[config.mk]
export PLATFORM = sky130hd
export DESIGN_NAME = tpss_level_calc
export DESIGN_NICKNAME = d
export VERILOG_FILES = /design/src/sv/tpss_pkg.sv /design/src/sv/tpss_level_calc.sv
export SDC_FILE = /design/constraint.sdc
export NUM_CORES = 1
export LEC_CHECK = 0
export ABC_AREA = 0
export BUFFER_PORTS_ARGS = -buffer_cell sky130_fd_sc_hd__buf_2
export CAP_MARGIN = 20
export CORE_AREA = 5 5 42 44
export DETAILED_ROUTE_END_ITERATION = 12
export DIE_AREA = 0 0 47 49
export PLACE_DENSITY_LB_ADDON = 0.2
export RECOVER_POWER = 50
export SYNTH_ARGS = -nofsm -noshare
export SYNTH_HDL_FRONTEND = slang
export SYNTH_SLANG_ARGS = --single-unit
[constraint.sdc]
create_clock -name vclk -period 4.6
set_input_delay 0.23 -clock vclk [all_inputs]
set_output_delay 0.23 -clock vclk [all_outputs]
set_load 0.03 [all_outputs]
[src/sv/tpss_pkg.sv]
`timescale 1ns / 1ps

package tpss_pkg;

   localparam int BLK      = 8;
   localparam int BLK_BITS = 3;

   localparam int DEF_RES_X       = 64;
   localparam int DEF_RES_Y       = 48;
   localparam int DEF_GLYPH_COUNT = 256;

   localparam int NUM_TAPS   = 5;
   localparam int TAP_CENTER = 0;
   localparam int TAP_LEFT   = 1;
   localparam int TAP_RIGHT  = 2;
   localparam int TAP_UP     = 3;
   localparam int TAP_DOWN   = 4;

   localparam int CMD_W      = 2;
   localparam int POS_W      = 6;
   localparam int IDX_W      = 6;
   localparam int TILE_W     = 8;
   localparam int COL_W      = 3;
   localparam int WORD_W     = 16;
   localparam int LEVEL_W    = 2;
   localparam int REQ_DATA_W = 56;
   localparam int RSP_DATA_W = 8;

   localparam logic [CMD_W-1:0] CMD_MAP_WR   = 2'd0;
   localparam logic [CMD_W-1:0] CMD_GLYPH_WR = 2'd1;
   localparam logic [CMD_W-1:0] CMD_SAMPLE   = 2'd2;

   // packed with the first field in the highest bits
   typedef struct packed {
      logic [2:0]        fill;
      logic [WORD_W-1:0] glyph_word;
      logic [COL_W-1:0]  glyph_column;
      logic [TILE_W-1:0] glyph_id;
      logic [TILE_W-1:0] map_tile;
      logic [IDX_W-1:0]  map_index;
      logic [POS_W-1:0]  pos_y;
      logic [POS_W-1:0]  pos_x;
   } req_data_type;

   typedef struct packed {
      logic [BLK_BITS-1:0] col;
      logic [BLK_BITS-1:0] row;
      logic                slot_ok;
   } tap_pos_type;

   typedef struct packed {
      logic h_on;
      logic v_on;
      logic edge_hit;
   } smooth_ctrl_type;

   function automatic int map_depth(input int rx, input int ry);
      return ((rx + BLK - 1) / BLK) * ((ry + BLK - 1) / BLK);
   endfunction

endpackage

[src/sv/tpss_level_calc.sv]
`timescale 1ns / 1ps

module tpss_level_calc (
   input  logic [tpss_pkg::LEVEL_W-1:0]  tap_level [tpss_pkg::NUM_TAPS],
   input  tpss_pkg::smooth_ctrl_type     ctrl,
   input  logic                          three_mode,
   output logic [tpss_pkg::LEVEL_W-1:0]  level
);
   import tpss_pkg::*;

   logic [LEVEL_W-1:0] nb [NUM_TAPS];
   logic [3:0]         sum;
   logic [2:0]         taps;
   logic [2:0]         step;
   logic signed [4:0]  r;
   logic signed [4:0]  top;

   always_comb begin
      for (int i = 0; i < NUM_TAPS; i++) begin
         nb[i] = three_mode ? {1'b0, tap_level[i][1]} : tap_level[i];
      end
   end

   assign step = three_mode ? 3'd1 : 3'd2;
   assign top  = three_mode ? 5'sd2 : 5'sd3;

   always_comb begin
      sum  = {2'b00, tap_level[TAP_CENTER]};
      taps = 3'd1;
      if (ctrl.h_on) begin
         sum  = sum + {2'b00, nb[TAP_LEFT]} + {2'b00, nb[TAP_RIGHT]};
         taps = taps + step;
      end
      if (ctrl.v_on) begin
         sum  = sum + {2'b00, nb[TAP_UP]} + {2'b00, nb[TAP_DOWN]};
         taps = taps + step;
      end
   end

   assign r = $signed({1'b0, sum}) - $signed({2'b00, taps});

   always_comb begin
      priority if (!ctrl.h_on && !ctrl.v_on) begin
         level = tap_level[TAP_CENTER];
      end else if (ctrl.edge_hit) begin
         level = (r > 5'sd1) ? LEVEL_W'(top) : '0;
      end else if (r > top) begin
         level = LEVEL_W'(top);
      end else if (r < 5'sd0) begin
         level = '0;
      end else begin
         level = LEVEL_W'(r);
      end
   end

endmodule

==> run_results.csv <==
group,metric,value,unit
run_status,run_status,"complete, no violations",
floorplan,io_pins,16,
sta,slew_viol_final,0,
synth,yosysMostFrequentCell,"inv_1",
sta,worst_slew_pin_slew,0.318,ns
sta,finalSetupViolations,0,
route,dr_total_vias,525,
floorplan,initial_core_util,43.8,%
power_and_ir_drop,clkPwrFrac,0,%
layout,diodes,0,
critical_path,start_kind,"input pin",
critical_path,max_stage_delay,0.50,ns
global_routing,grt_usage,10.2,%
power_and_ir_drop,pwr-share-seq,0,%
power_and_ir_drop,powerDensity,263,mW/mm^2
global_routing,overflow,0,
critical_path,worstPathArrival,4.13,ns
power_and_ir_drop,p_sw_share,56.4,%
floorplan,core-area,0.00140,mm^2
sta,slew_headroom,78.2,%
synth,synth_commonest_cells,"11 x inv_1, 9 x nand2_1, 7 x ha_1, 6 x a21oi_1, 6 x fa_1",
layout,num-fill-cells,148,
critical_path,cp.required,4.37,ns
sta,hold_violations,0,
synth,synthCells,73,
power_and_ir_drop,total_leakage_power,0.380,nW
floorplan,die_w,47,um
synth,synth_area_leaders,"fa_1 20%, ha_1 14%, mux2i_1 8.1%, inv_1 6.7%, nand2_1 5.5%",
global_routing,grt_max_degree,10,
sta,rsz0062_at_grt,"no",
global_routing,antenna_found_initial,0,
layout,syn_to_final_growth,16.1,%
critical_path,worstSetupPathType,"in2out",
critical_path,end_kind,"output port",
run,cap_viol_max_count,0,
critical_path,timing.critical_path.max_delay_family,"adder cells",
hold_path,hp-class,"in2out",
route,finalWirelength,1220,um
sta,fmax,229,MHz
power_and_ir_drop,worst_ir_drop_vdd,0.000109,V
floorplan,die_area,0.00230,mm^2
critical_path,timing.critical_path.buf_inv,5,
route,vias_per_cell,5.10,
synth,avgSynthCellArea,8.42,um^2
layout,drive_above_1_share,31.0,%
synth,ys_types,27,
critical_path,path_cells,"buf_2, inv_1, nand2_1, fa_1, inv_1, ha_1, nand2_1, o21ai_2, fa_1, ha_1, inv_1, fa_1, mux2i_1, ha_1, a21oi_1, nand2_1, xnor2_2, o221ai_1, a22o_1, buf_2",
synth,synthesis.area,614,um^2
route,drcViolationCount,0,
global_routing,first_global_vias,463,
sta,fin_crit_sh,94.9,%
route,avgRoutedWirePerCell,11.8,um
critical_path,crit_fanout,4,
route,postRouteAntennaNets,0,
sta,timing.hold.ws,0.861,ns
layout,nets,116,
synth,syn_nets,100,
power_and_ir_drop,p_int,81.7,uW
global_routing,grt_pass1_wl,1870,um
synth,yosys.area.top_type_share,19.6,%
synth,ys_warn_count,0,
layout,clkbuf_count,0,
layout,multi_input_area,564,um^2
placement,gp_congestion,0.772,
placement,portBuffers,16,
sta,period_needed,4.36,ns
synth,ys_seq_area_share,0,%
power_and_ir_drop,p_comb_share,100.0,%
floorplan,num_rows,14,
power_and_ir_drop,p_switching,106,uW
layout,numSequentialCells,0,
synth,synth_largest_area_cell,"fa_1",
route,firstDrtPassIters,3,
floorplan,fp.dieH,49,um
route,drtIter0Drc,12,
critical_path,slowest_stage,"fa_1",
sta,fin_setup_tns,0,ns
layout,seq_area,0,um^2
placement,dp_hpwl,1080,um
power groups by stage:
stage	registers, mW	logic [mW]	clock network (mW)
floorplan	0	0.141	0
global placement	0	0.177	0
detailed placement	0	0.178	0
CTS	0	0.179	0
global route	0	0.209	0
finish	0	0.187	0
repair_timing:
item / CTS / global route
resized for setup: 0 / 4
hold buffers: 0 / 0
setup buffers: 0 / 0
setup endpoints to repair: 0 / 2
routing by layer:
metal  wire [um]  track usage [%]  share of wire, %  vias to the layer above
met1         565             14.9                46                      246
met4           0                0                 0                        0
li1            -                -                 -                      275
met5           0                0                 0                        -
met2         627             17.4                52                        4
met3          24                0               2.0                        0
placed cells by master, fill, tap and decap left out:
cell type   n
o31ai_1     1
nand2_1     9
o41ai_1     1
nor2b_1     2
mux2_2      3
a21oi_1     6
nand3_1     2
xor2_2      1
o21ai_1     1
xnor2_2     1
nand2b_4    1
inv_1      11
o221ai_1    1
mux2i_1     5
fa_1        6
or2_2       1
buf_4       1
xor2_1      1
o21bai_1    1
nand3b_1    1
nor2_1      1
xnor2_4     1
o21ai_0     1
nand2_4     1
and2_1      1
buf_2      16
o21ai_2     1
ha_1        7
a22o_1      2
worst min-delay path: cells and delay by family:
kind                   cells  cell delay (ns)
AO/OA/AOI/OAI              1             0.12
buffers and inverters      2             0.28
cells by family (layout without fill, tap and decap cells):
| logic type | count (synthesis) | count (layout) | synth area share, % |
|---|---|---|---|
| buffers and inverters | 14 | 28 | 11.2 |
| AO/OA/AOI/OAI | 15 | 15 | 15.5 |
| multiplexers | 8 | 8 | 13.6 |
| AND/OR/NAND/NOR | 19 | 19 | 17.1 |
| adder cells (fa/ha/maj) | 13 | 13 | 33.8 |
| XOR/XNOR | 4 | 4 | 8.76 |
through the flow:
stage,std cells,setup WS [ns],power (mW),utilization [%],cell area (um^2)
5_1_grt,103,0.0109,0.209,50.9,713
2_1_floorplan,73,0.337,0.141,-,614
6_report,103,0.236,0.187,50.9,713
4_1_cts,103,0.123,0.179,49.6,694
3_3_place_gp,103,0.161,0.177,49.6,694
3_5_place_dp,103,0.149,0.178,49.6,694
final timing paths:
| check | start | end | slack, ns | cells after the start |
|---|---|---|---|---|
| worst max-delay path | three_mode | level[0] | 0.24 | 20 |
| worst min-delay path | tap_level[9] | level[1] | 0.86 | 3 |
layout make-up:
cell class	instances	share of cell area, %
inverters	11	5.79
repair buffers	17	12.3
multi-input cells	59	79.1
well taps	16	2.81
Note: power is estimated with default switching activity, not from simulation.
