[src/sv/tpss_pkg.sv]
`timescale 1ns / 1ps

package tpss_pkg;

   localparam int BLK      = 8;
   localparam int BLK_BITS = 3;

   localparam int DEF_RES_X       = 64;
   localparam int DEF_RES_Y       = 48;
   localparam int DEF_GLYPH_COUNT = 256;

   localparam int NUM_TAPS   = 5;
   localparam int TAP_CENTER = 0;
   localparam int TAP_LEFT   = 1;
   localparam int TAP_RIGHT  = 2;
   localparam int TAP_UP     = 3;
   localparam int TAP_DOWN   = 4;

   localparam int CMD_W      = 2;
   localparam int POS_W      = 6;
   localparam int IDX_W      = 6;
   localparam int TILE_W     = 8;
   localparam int COL_W      = 3;
   localparam int WORD_W     = 16;
   localparam int LEVEL_W    = 2;
   localparam int REQ_DATA_W = 56;
   localparam int RSP_DATA_W = 8;

   localparam logic [CMD_W-1:0] CMD_MAP_WR   = 2'd0;
   localparam logic [CMD_W-1:0] CMD_GLYPH_WR = 2'd1;
   localparam logic [CMD_W-1:0] CMD_SAMPLE   = 2'd2;

   // packed with the first field in the highest bits
   typedef struct packed {
      logic [2:0]        fill;
      logic [WORD_W-1:0] glyph_word;
      logic [COL_W-1:0]  glyph_column;
      logic [TILE_W-1:0] glyph_id;
      logic [TILE_W-1:0] map_tile;
      logic [IDX_W-1:0]  map_index;
      logic [POS_W-1:0]  pos_y;
      logic [POS_W-1:0]  pos_x;
   } req_data_type;

   typedef struct packed {
      logic [BLK_BITS-1:0] col;
      logic [BLK_BITS-1:0] row;
      logic                slot_ok;
   } tap_pos_type;

   typedef struct packed {
      logic h_on;
      logic v_on;
      logic edge_hit;
   } smooth_ctrl_type;

   function automatic int map_depth(input int rx, input int ry);
      return ((rx + BLK - 1) / BLK) * ((ry + BLK - 1) / BLK);
   endfunction

endpackage

[src/sv/tpss_tap_addr.sv]
`timescale 1ns / 1ps

module tpss_tap_addr #(
   parameter int RES_X  = tpss_pkg::DEF_RES_X,
   parameter int RES_Y  = tpss_pkg::DEF_RES_Y,
   parameter int SLOT_W = 6
) (
   input  logic [tpss_pkg::POS_W-1:0]    pos_x,
   input  logic [tpss_pkg::POS_W-1:0]    pos_y,
   output logic [SLOT_W-1:0]             slot [tpss_pkg::NUM_TAPS],
   output tpss_pkg::tap_pos_type         tap_pos [tpss_pkg::NUM_TAPS],
   output tpss_pkg::smooth_ctrl_type     ctrl
);
   import tpss_pkg::*;

   localparam int MAP_COLS  = RES_X / BLK;
   localparam int MAP_DEPTH = map_depth(RES_X, RES_Y);
   localparam int XW        = $clog2(RES_X);
   localparam int YW        = $clog2(RES_Y);

   logic [NUM_TAPS-1:0] clamp_hit;
   logic                h_on;
   logic                v_on;

   assign h_on = (pos_x[BLK_BITS-1:0] == '0) || (pos_x[BLK_BITS-1:0] == '1);
   assign v_on = (pos_y[BLK_BITS-1:0] == '0) || (pos_y[BLK_BITS-1:0] == '1);

   always_comb begin
      logic [POS_W:0]  xn;
      logic [POS_W:0]  yn;
      logic            lo_x;
      logic            lo_y;
      logic            hi_x;
      logic            hi_y;
      logic [XW-1:0]   cx;
      logic [YW-1:0]   cy;
      logic [31:0]     slot32;
      for (int i = 0; i < NUM_TAPS; i++) begin
         xn = {1'b0, pos_x};
         yn = {1'b0, pos_y};
         lo_x = 1'b0;
         lo_y = 1'b0;
         if (i == TAP_LEFT) begin
            lo_x = (pos_x == '0);
            xn   = xn - 1'b1;
         end
         if (i == TAP_RIGHT) begin
            xn = xn + 1'b1;
         end
         if (i == TAP_UP) begin
            lo_y = (pos_y == '0);
            yn   = yn - 1'b1;
         end
         if (i == TAP_DOWN) begin
            yn = yn + 1'b1;
         end
         hi_x = !lo_x && (32'(xn) >= RES_X);
         hi_y = !lo_y && (32'(yn) >= RES_Y);
         if (lo_x) begin
            cx = '0;
         end else if (hi_x) begin
            cx = XW'(RES_X - 1);
         end else begin
            cx = XW'(xn);
         end
         if (lo_y) begin
            cy = '0;
         end else if (hi_y) begin
            cy = YW'(RES_Y - 1);
         end else begin
            cy = YW'(yn);
         end
         slot32 = 32'(cx >> BLK_BITS) + 32'(cy >> BLK_BITS) * MAP_COLS;
         slot[i]            = SLOT_W'(slot32);
         tap_pos[i].col     = cx[BLK_BITS-1:0];
         tap_pos[i].row     = cy[BLK_BITS-1:0];
         tap_pos[i].slot_ok = (slot32 < MAP_DEPTH);
         clamp_hit[i]       = lo_x || hi_x || lo_y || hi_y;
      end
   end

   assign ctrl.h_on     = h_on;
   assign ctrl.v_on     = v_on;
   assign ctrl.edge_hit = clamp_hit[TAP_CENTER]
                        || (h_on && (clamp_hit[TAP_LEFT] || clamp_hit[TAP_RIGHT]))
                        || (v_on && (clamp_hit[TAP_UP] || clamp_hit[TAP_DOWN]));

endmodule

[config.mk]
export PLATFORM = sky130hd
export DESIGN_NAME = tpss_tap_addr
export DESIGN_NICKNAME = d
export VERILOG_FILES = /design/src/sv/tpss_pkg.sv /design/src/sv/tpss_tap_addr.sv
export SDC_FILE = /design/constraint.sdc
export NUM_CORES = 1
export LEC_CHECK = 0
export ABC_AREA = 1
export CORE_MARGIN = 2
export CORE_UTILIZATION = 43
export DETAILED_ROUTE_END_ITERATION = 8
export DONT_BUFFER_PORTS = 1
export SLEW_MARGIN = 20
export SYNTH_ARGS = -nofsm -noshare
export SYNTH_HDL_FRONTEND = slang
export SYNTH_SLANG_ARGS = --single-unit
[constraint.sdc]
create_clock -name vclk -period 2.7
set_input_delay 0.405 -clock vclk [all_inputs]
set_output_delay 0.405 -clock vclk [all_outputs]
set_load 0.01 [all_outputs]
==> run summary, run 1 <==
outcome = complete, no violations
Psw = 0.00008124 W
hpwl dp = 1.595 mm
highest clock rate = 529.9 MHz
RSZ-0062 raised after global routing = no
syn_area_per_cell = 5.485 um^2
antenna violations before repair = 0
Clk pwr share = 0%
CP required = 2300 ps
Slew headroom = 61.92%
WS Path Type = in2out
Synth top cells by count = 43 x nand2_1, 38 x buf_4, 25 x inv_1
setup repair bufs after CTS = 0
DRT Wirelength = 1.949 mm
Die H = 49.74 um
All-Layer GR Usage = 15.85%
crit path launch type = input pin
crit path cell chain = inv_1, ha_1, nand2_1, inv_1, nand3_1, nor2_1, inv_1, o21ai_0, inv_1
most frequent CP cell = inv_1
FP Rows = 16
Hold Fails Final Rpt = 0
area of the multi-input gates = 516.7 um^2
Sw Ratio = 74.32%
Crit path largest cell delay = 200 ps
pin count of the biggest net entering global routing = 10
vias in the first global route = 769
I/O pin total = 80
Cell variety after synth = 25
HP Start = pos_x[0]
Buf+Inv Stages, Crit Path = 4
Crit-path slowest cell = nor2_1
Hold Crit Class = in2out
area of the die = 0.002474 mm^2
via count = 813
Gate Count Post-Synth = 164
largest area contributor in the netlist = buf_4
Seq/Total Area, Yosys = 0%
maximum vdd drop = 68.14 uV
Crit path depth = 9
Initial Util = 45.85%
PD cells = 168.7 mW/mm^2
fin nets = 146
min Tclk post-route = 1887 ps
final RePlAce weighted congestion = 0.8296
Int Pwr = 0.00002807 W
Tightest Pin Transition = 569.1 ps
Fillers = 233
IO Port Bufs = 0
layout cells sized above 1 = 7.813%
Post-CTS Resized = 0
Final Core Density = 33.04%
DRC = 0
Critical Path End Type = output pin
Leak = 0.4004 nW
count leader, synth = nand2_1
fin crit share = 69.90%
DRT antenna net count = 0
Worst Path Arrival = 1480 ps
drt via density = 5.245
CORE AREA = 0.001962 mm^2
post-synth top area share = 31.71%
die width = 49.74 um
Sum Neg Setup Slack = 0 ps
clock buf count = 0
hold-fix buffer count after cts = 0
Comb pwr share = 100.0%
max_cap viols = 0
CP Launch Point = pos_x[0]
yosys warns = 0
synthesized area = 899.6 um^2
Top delay family on crit path = buffers and inverters
antenna diode instance count = 0
Max Slew Vio Count = 0
Hold Path Stages = 0
synth top area cells = buf_4 32%, nand2_1 18%, inv_1 10%
DR WL/cell = 12.57 um
Pre-antenna DRT Iters = 5
CP Max Fanout = 6
first-pass GRT wire length = 3.291 mm
gr ovfl total = 0
Reg area = 0 um^2
1st-iter DRT viols = 17
FFs & Latches = 0
Final setup viols = 0
Flop pwr share = 0%
Synth-to-Final Area Change = -27.96%
==> final timing paths <==
path | to | slack (ps)
hold / removal | tap_pos[32] | 810
setup / recovery | tap_pos[27] | 810
==> cells in the final DEF (no fill, tap or decap) <==
cell,n
nand2_1,43
inv_1,25
nor2_1,12
nand3_1,9
o21ai_0,6
conb_1,5
nand4_1,4
a21oi_1,4
ha_1,4
nand2_2,2
nor2_2,2
a31oi_1,2
nand3_4,1
o21ai_2,1
a21oi_4,1
inv_2,1
o21ai_1,1
a21oi_2,1
or2_2,1
nor3_1,1
o221ai_1,1
nor3b_1,1
==> kinds of logic after synthesis <==
| group | share of synthesized area [%] |
|---|---|
| other | 0.4168 |
| AO/OA/AOI/OAI | 12.24 |
| adder cells (fa/ha/maj) | 5.564 |
| AND/OR/NAND/NOR | 37.55 |
| buffers and inverters | 44.23 |
==> power groups by stage <==
stage | sequential [W] | combinational (W) | clock, W
global route | 0 | 0.000124 | 0
CTS | 0 | 0.000109 | 0
floorplan | 0 | 0.000153 | 0
global placement | 0 | 0.000108 | 0
finish | 0 | 0.000109 | 0
detailed placement | 0 | 0.000109 | 0
==> per-stage QoR <==
step                      hold slack (ps)  cells  setup slack [ps]  total power (W)  cell area (um^2)
after floorplan                     872.3    168             985.7        0.0001525             914.6
after detailed placement            810.2    155             817.2        0.0001090             648.1
final                               810.2    155             812.7        0.0001093             648.1
after global placement              810.2    155             821.2        0.0001076             648.1
after CTS                           810.2    155             813.7        0.0001094             648.1
after global routing                810.1    155             665.5        0.0001237             648.1
==> final cells by class <==
| cell class | count | area share, % |
|---|---|---|
| inverter | 26 | 15.06 |
| multi-input combinational | 102 | 79.73 |
| tap | 27 | 5.212 |
==> routing by layer <==
layer | track usage, % | routed length, um | vias up
met5 | 0 | 0 | -
met3 | 2.121 | 194 | 2
met2 | 29.33 | 946 | 45
met4 | 2.315 | 18 | 0
li1 | - | - | 394
met1 | 19.60 | 789 | 372
(Power assumes the default switching activity.)
==> run 2: changes to the inputs <==
==> constraint.sdc (replaced) <==
create_clock -name vclk -period 1.95
set_input_delay 0.2925 -clock vclk [all_inputs]
set_output_delay 0.2925 -clock vclk [all_outputs]
set_load 0.01 [all_outputs]
==> run summary, run 2 (synthesized netlist as in run 1, its figures left out) <==
outcome = complete, no violations (unchanged)
commonest non-fill, non-tap cell in the layout = nand2_1 (unchanged)
Die H = 49.74 um (unchanged)
Crit-path slowest cell = nor2_1 (unchanged)
Synth-to-Final Area Change = -27.96% (unchanged)
CP required = 1660 ps (was 2300 ps)
antenna violations before repair = 0 (unchanged)
Hold Path Stages = 0 (unchanged)
Final setup viols = 0 (unchanged)
hold-fix buffer count after cts = 0 (unchanged)
gr ovfl total = 0 (unchanged)
RSZ-0062 raised after global routing = no (unchanged)
Top delay family on crit path = buffers and inverters (unchanged)
I/O pin total = 80 (unchanged)
setup repair bufs after CTS = 0 (unchanged)
FP Rows = 16 (unchanged)
highest clock rate = 602.8 MHz
post-place setup slack = 304.4 ps (was 817.2 ps)
Sum Neg Setup Slack = 0 ps (unchanged)
final instance count without filler cells = 155 (unchanged)
antenna diode instance count = 0 (unchanged)
All-Layer GR Usage = 15.85% (unchanged)
PD cells = 234.3 mW/mm^2 (was 168.7 mW/mm^2)
maximum vdd drop = 102.6 uV (was 68.14 uV)
Buf+Inv Stages, Crit Path = 4 (unchanged)
DR WL/cell = 12.83 um (was 12.57 um)
Crit path largest cell delay = 200 ps (about the same)
Leak = 0.4004 nW (unchanged)
Hold Crit Class = in2out (unchanged)
crit path launch type = input pin (unchanged)
DRC = 0 (unchanged)
Fillers = 260 (was 233)
Pre-antenna DRT Iters = 4 (was 5)
1st-iter DRT viols = 10 (was 17)
drt via density = 5.277 (was 5.245)
Max Slew Vio Count = 0 (unchanged)
vias in the first global route = 785 (was 769)
Worst Path Arrival = 1370 ps (was 1480 ps)
fin nets = 146 (unchanged)
CORE AREA = 0.001962 mm^2 (unchanged)
clock buf count = 0 (unchanged)
Overall Power = 0.0001519 W (was 0.0001093 W)
layout cells sized above 1 = 7.813% (unchanged)
IO Port Bufs = 0 (unchanged)
Critical Path End Type = output pin (unchanged)
DRT Wirelength = 1.989 mm (was 1.949 mm)
Slew headroom = 62.41% (was 61.92%)
hpwl dp = 1.629 mm (was 1.595 mm)
crit path cell chain = inv_1, ha_1, nand2_1, inv_1, nand3_1, nor2_1, inv_1, o21ai_0, inv_1 (unchanged)
min Tclk post-route = 1659 ps
DP Cell Count = 155 (unchanged)
Reg area = 0 um^2 (unchanged)
setup ws final = 291.1 ps (was 812.7 ps)
DRT antenna net count = 0 (unchanged)
area of the die = 0.002474 mm^2 (unchanged)
HP Start = pos_x[0] (unchanged)
max_cap viols = 0 (unchanged)
via count = 818 (was 813)
Tightest Pin Transition = 561.8 ps (was 569.1 ps)
pin count of the biggest net entering global routing = 10 (unchanged)
CP Max Fanout = 6 (unchanged)
die width = 49.74 um (unchanged)
fin crit share = 85.07%
Initial Util = 45.85% (unchanged)
first-pass GRT wire length = 3.298 mm (was 3.291 mm)
worst hold endpoint = tap_pos[32] (unchanged)
area of the multi-input gates = 516.7 um^2 (unchanged)
Post-CTS Resized = 0 (unchanged)
final RePlAce weighted congestion = 0.8297 (was 0.8296)
most frequent CP cell = inv_1 (unchanged)
Hold Fails Final Rpt = 0 (unchanged)
FFs & Latches = 0 (unchanged)
most frequent cells in the layout = 43 x nand2_1, 25 x inv_1, 12 x nor2_1 (unchanged)
WS Path Type = in2out (unchanged)
-- run 2: metrics by stage --
step           util (%)  instance area (um^2)  hold WS (ps)
4_1_cts           33.04                 648.1         585.2
6_report          33.04                 648.1         585.2
2_1_floorplan         -                 914.6         647.3
3_5_place_dp      33.04                 648.1         585.2
5_1_grt           33.04                 648.1         585.1
3_3_place_gp      33.04                 648.1         585.2
-- run 2: how the worst max path moves through the flow --
stage                     cells past startpoint          end  startpoint  slack [ps]
final                                         9  tap_pos[27]    pos_x[0]         290
after global placement                        9  tap_pos[27]    pos_x[0]         300
after global routing                          9      ctrl[0]    pos_y[0]         130
after detailed placement                      9  tap_pos[27]    pos_x[0]         300
after CTS                                     9  tap_pos[27]    pos_x[0]         300
after floorplan                               9      ctrl[0]    pos_y[0]         460
-- run 2: area by class of cell --
cell class / instances / area share [%]
Tap cell: 27 / 5.212
Multi-Input combinational cell: 102 / 79.73
Inverter: 26 / 15.06
-- run 2: layer usage --
metal | part of all wire [%] | track usage (%) | wire length, um
met4 | 0.85 | 3.241 | 17
met5 | 0 | 0 | 0
met2 | 49 | 28.67 | 965
met3 | 9.0 | 2.424 | 180
met1 | 41 | 19.60 | 825
-- run 2: report_power, final --
part | switching, W | internal, W
registers | 0 | 0
clock network | 0 | 0
logic | 0.000113 | 0.0000389
total | 0.000113 | 0.0000389
